**src/design/unsigned_alu_add_sub_mul_div_assert.svh**
```systemverilog
// ============================================================================
// Assertion macros
// Shared assertion macros for the unsigned ALU pipeline.
// ============================================================================
`ifndef UNSIGNED_ALU_ADD_SUB_MUL_DIV_ASSERT_SVH
`define UNSIGNED_ALU_ADD_SUB_MUL_DIV_ASSERT_SVH

// Implication checked only while the block is out of reset.
`define UALU_ASSERT_IMP(lbl, ante, cons, msg) \
    lbl: assert property (@(posedge aclk) disable iff (!aresetn) (ante) |-> (cons)) \
        else $error(msg);

// Implication checked also during reset.
`define UALU_ASSERT_RST(lbl, ante, cons, msg) \
    lbl: assert property (@(posedge aclk) (ante) |=> (cons)) else $error(msg);

`endif

```
**src/design/ualu_pkg.sv**
```systemverilog
// ============================================================================
// ALU package
// Widths, operation codes and the pipeline stage type of the unsigned ALU.
// ============================================================================
`timescale 1ns / 1ps

package ualu_pkg;

    localparam int W     = 32;
    localparam int NSTEP = 2 * W;

    typedef enum logic [1:0] {
        CMD_ADD = 2'd0,
        CMD_SUB = 2'd1,
        CMD_MUL = 2'd2,
        CMD_DIV = 2'd3
    } cmd_t;

    typedef struct packed {
        logic           vld;
        cmd_t           cmd;
        logic           dz;
        logic [W-1:0]   dvs;
        logic [W-1:0]   rem;
        logic [W-1:0]   num;
        logic [2*W-1:0] acc;
    } pipe_t;

endpackage

```
**src/design/ualu_stage.sv**
```systemverilog
// ============================================================================
// ALU divider stage
// One pipeline register that performs one restoring division step.
// ============================================================================
`timescale 1ns / 1ps

module ualu_stage
    import ualu_pkg::*;
(
    input  logic  aclk,
    input  logic  aresetn,
    input  logic  en,
    input  pipe_t d_in,
    output pipe_t d_out
);

    pipe_t        data_next;
    pipe_t        data_reg;
    logic         vld_reg;
    logic [W:0]   trial;
    logic [W:0]   diff;
    logic         ge;

    always_comb begin
        data_next = d_in;
        trial     = {d_in.rem, d_in.num[W-1]};
        diff      = trial - {1'b0, d_in.dvs};
        ge        = !diff[W];
        if (d_in.cmd == CMD_DIV && !d_in.dz) begin
            data_next.rem = ge ? diff[W-1:0] : trial[W-1:0];
            data_next.num = d_in.num << 1;
            data_next.acc = {d_in.acc[2*W-2:0], ge};
        end
    end

    always_ff @(posedge aclk) begin
        if (!aresetn) begin
            vld_reg <= 1'b0;
        end else if (en) begin
            vld_reg <= d_in.vld;
        end
    end

    always_ff @(posedge aclk) begin
        if (en) begin
            data_reg <= data_next;
        end
    end

    always_comb begin
        d_out     = data_reg;
        d_out.vld = vld_reg;
    end

endmodule

```
**config.mk**
```make
export PLATFORM = sky130hd
export DESIGN_NAME = ualu_stage
export DESIGN_NICKNAME = d
export VERILOG_FILES = /design/src/design/unsigned_alu_add_sub_mul_div_assert.svh /design/src/design/ualu_pkg.sv /design/src/design/ualu_stage.sv
export SDC_FILE = /design/constraint.sdc
export NUM_CORES = 1
export LEC_CHECK = 0
export CAP_MARGIN = 15
export CORE_MARGIN = 2
export CORE_UTILIZATION = 55
export CTS_BUF_LIST = sky130_fd_sc_hd__clkbuf_8
export CTS_CLUSTER_SIZE = 40
export DETAILED_ROUTE_END_ITERATION = 8
export DONT_BUFFER_PORTS = 1
export PLACE_DENSITY = 0.71
export RECOVER_POWER = 25
export SLEW_MARGIN = 10
export SYNTH_ARGS = -nofsm -noshare
export SYNTH_HDL_FRONTEND = slang
export SYNTH_SLANG_ARGS = --single-unit
export TNS_END_PERCENT = 100
```
**constraint.sdc**
```tcl
create_clock -name aclk -period 7.5 [get_ports aclk]
set_input_delay 1.125 -clock aclk [delete_from_list [all_inputs] [get_ports aclk]]
set_output_delay 1.125 -clock aclk [all_outputs]
set_load 0.02 [all_outputs]
```
# Word level (Yosys, flattened, before mapping)
# Cells that the tools add are included.
[classes]
mux = 2
n_reduce_logical = 3
eq_ne = 1
n_addsub = 1
[op_table]
columns = ["op", "count"]
rows = [
  ["$mux W128", 1],
  ["$sub A33 B32 Y33", 1],
  ["$mux W32", 1],
  ["$eq A2 B2 Y1 const B", 1],
  ["$logic_not A1 Y1", 2],
  ["$logic_and A1 B1 Y1", 1],
]
[word_totals]
regBits = 164
elab_cells = 15
out_inout_bits = 164
inputBits = 167

# Depth between registers and ports, before layout
[depth]
ltp_word = 3
mapped_depth = 14

# Worst setup path after synthesis
# Ideal clock, no wire load.
[synth_path]
kind = "input-to-reg"
from = "input d_in[95] (netlist bit)"
to = "register data_reg, in the netlist d_out[118] (data pin)"
required_ps = 7233
path_stages = 12
arrival_time_ps = 3371
path_slack_ps = 3862
cell_sequence = "inv_1 > ha_1 > fa_1 > nor2b_1 > o2111ai_1 > a21o_2 > nand2_1 > a31oi_1 > or4b_2 > o211ai_1 > xnor2_1 > o31ai_1"
[synth_lines]
columns = ["element", "line_no", "rtl"]
rows = [
  ["from (decl)", "ualu_stage.sv:13", "input pipe_t d_in,"],
  ["to (signal assigned)", "ualu_stage.sv:46", "data_reg <= data_next;"],
  ["to (decl)", "ualu_stage.sv:18", "pipe_t data_reg;"],
]

==> results.md <==
- Max Clock Skew: 0 ps
- First-pass GRT wire length: around 31,000 µm
- Critical Path RT: between 7000 and 8000 ps
- RePlAce Congestion: 0.844
- Synth top area cells: edfxtp_1, nand2_1, ha_1
- Fin Setup TNS: 0 ps
- Die W: 131 µm
- PD cells: ~230 nW/µm²
- Max-cap violations: 0
- CTS root buf: clkbuf_8
- Area taken by multi-input logic gates: 3560 µm²
- Yosys top cell area share: around 55%
- Ys Warns: 0
- Std cell rows: 46
- Non-filler cells, final: 1,108
- Vias: 6,212
- Synth Cell Area: 8870 µm²
- Cts hold-fix bufs: 0
- Pre-CTS setup slack: between 3000 and 4000 ps
- Die extent in y: 131 µm
- Slowest CP cell: xnor2_2
- Period utilisation layout: a little over half
- Fin. Hold Viols: 0
- Initial antenna violation count: 0
- Hold WC Path Type: reg -> reg
- Worst-path fanout max: 17
- Max_slew headroom: 41.1%
- Most frequent cells in the layout: nand2_1, edfxtp_1, nand3_1
- CTS clk-pin slew, worst paths: approximately 90 ps
- Via/cell ratio: 5.61
- Unrepaired setup endpoints after global routing: no
- Fillcell total: 1,346
- DRT iter0 DRCs: 470
- Critical Path AT: ~4100 ps
- Mapped Cells: approximately 900
- CP endpoint kind: flop
- CTS tree: done
- CTS resizes: 0
- Post-synthesis sequential area ratio: between 50% and 60%
- Final #Nets: 1,079
- Worst-case clock buffer depth: 2
- Final ANT Viol Nets: 0
- Number of port buffers: 0
- GRT busiest layer: met2
- Initial core utilization: 56.0%
- DRC: 0
- DP Cell Count: 1,076
- FF+latch area: roughly 4900 µm²
- Vias in the first global route: 5,709
- Post-Route WL: 21,300 µm
- Setup violators final: 0
- Final Hold Slack: 649 ps
- M2 GR Usage: between 40% and 50%
- Max FFs per register: 163
- Share of cells above drive strength 1: 7.17%
- Cell variety after synth: 63
- Crit Path Class: in -> reg
- Largest area contributor in the netlist: edfxtp_1
- Met1 Usage GRT: 27.9%
- Post-synth EDFFs: 163
- Diode count: 0
- H-tree depth: 4
- CP top delay family: compound AO/OA/AOI/OAI gates
- Routed WL per cell: approximately 19 µm
- Number of detailed-route iterations in the first pass: 5
- Critical path buffers and inverters: 2
- FFs w/ async S/R, synth: 0%
- DIE AREA: between 15,000 and 20,000 µm²
- Final WS setup: roughly 3600 ps
- LEAKAGE: 3.93 nW
- Core area: 15,800 µm²
- Met3 Track Usage GR: a little under a tenth
- Outcome: finished, final reports clean
- Num CTS Buffers: 17
- Top cell by count, worst path: a21oi_2
- Worst slew pin tran: roughly 880 ps
- Startpoint types: input port
- I/O pin count: 331
- Most common cell after layout, fill and taps aside: nand2_1
- Crit path cell chain: inv_1, ha_1, a21o_1, a221o_1, a21oi_2, a21oi_2, o31ai_4, o21ai_4, xnor2_2, buf_4, or3_1, o211ai_1
- # Post-CTS Setup Buffers: 0
- Slowest Stage Delay on Critical Path: approximately 650 ps
- HPWL Detailed: approximately 15,000 µm
- Final Slew Violations: 0
- Peak VDD IR: 0.119 mV
- Final Critical Period: 3930 ps
- CTS sink count: 164
- Register bit count reported by yosys: about 160
- Syn nets: 1,099
- Total track usage: roughly a quarter
- Overflow left after global routing: 0
- Clock latency on the worst-skew pair: 440 ps
- Pin count of the biggest net entering global routing: 165
- Area growth from synthesis to final layout: 5.08%
- Fmax: 254 MHz
- Top FF cell, synth: edfxtp_1
- Mean Syn Cell Area: about 10 µm²
## final timing paths
kind	start	end	slack, ps	cells past startpoint
worst min-delay path	vld_reg	vld_reg	650	2
worst min register to register	vld_reg	vld_reg	650	2
worst max register to register	vld_reg	vld_reg	6750	2
worst max-delay path	d_in[137]	d_out[96]	3570	12
## metrics by stage
step | area (µm²) | power, mW | utilization (%)
after detailed placement | 8930 | 1.55 | 56.4
after CTS | 9320 | 2.18 | 58.9
final | 9320 | 2.17 | 58.9
after global placement | 8930 | 1.55 | 56.4
after global routing | 9320 | 2.27 | 58.9
after floorplan | 8870 | 1.49 | -
## cell type report
class | count | share of cell area (%)
clock inverters | 15 | 1.68
multi-input cells | 652 | 38.2
flip-flops and latches | 164 | 52.7
clock buffers | 17 | 2.51
repair buffers | 4 | 0.322
inverters | 40 | 1.61
well taps | 216 | 2.90
## cell usage after synthesis (all sizes together), types with 2 or more instances
library cell,number
o21ai,26
a31o,2
o21a,5
nand4,6
nor2,17
a31oi,9
or3,3
xnor2,20
ha,32
or2,6
nand3,65
a211oi,4
clkbuf,32
and4,2
inv,40
a21o,22
and3,3
nor3,2
and2b,2
a21oi,33
buf,11
o21bai,5
nand2b,2
o31ai,4
xor2,10
a2bb2oi,3
nand2,337
nor2b,5
a221oi,2
mux2i,2
and2,3
nor4b,2
edfxtp,163
o211ai,6
## tightest hold or removal path, delay by kind of cell, from the launching register on
kind	cells	cell delay, ps
AND/OR/NAND/NOR	1	60
multiplexers	1	160
flip-flops	1	390
## where the power goes
| group | internal (mW) | switching [mW] |
|---|---|---|
| combinational | 0.112 | 0.167 |
| clock | 0.300 | 0.340 |
| sequential | 1.11 | 0.142 |
| total | 1.52 | 0.648 |
## per-layer routing
metal / routed length [µm] / share of wire [%]
met1: 8060 / 38
met2: 10900 / 51
met3: 2040 / 9.6
met4: 225 / 1.1
met5: 0 / 0
## kinds of logic after synthesis
group	synth area share (%)
multiplexers	0.226
AO/OA/AOI/OAI	10.2
flip-flops	55.4
adder cells (fa/ha/maj)	4.74
AND/OR/NAND/NOR	21.6
buffers and inverters	4.51
XOR/XNOR	3.26
Note: power is estimated with default switching activity, not from simulation.
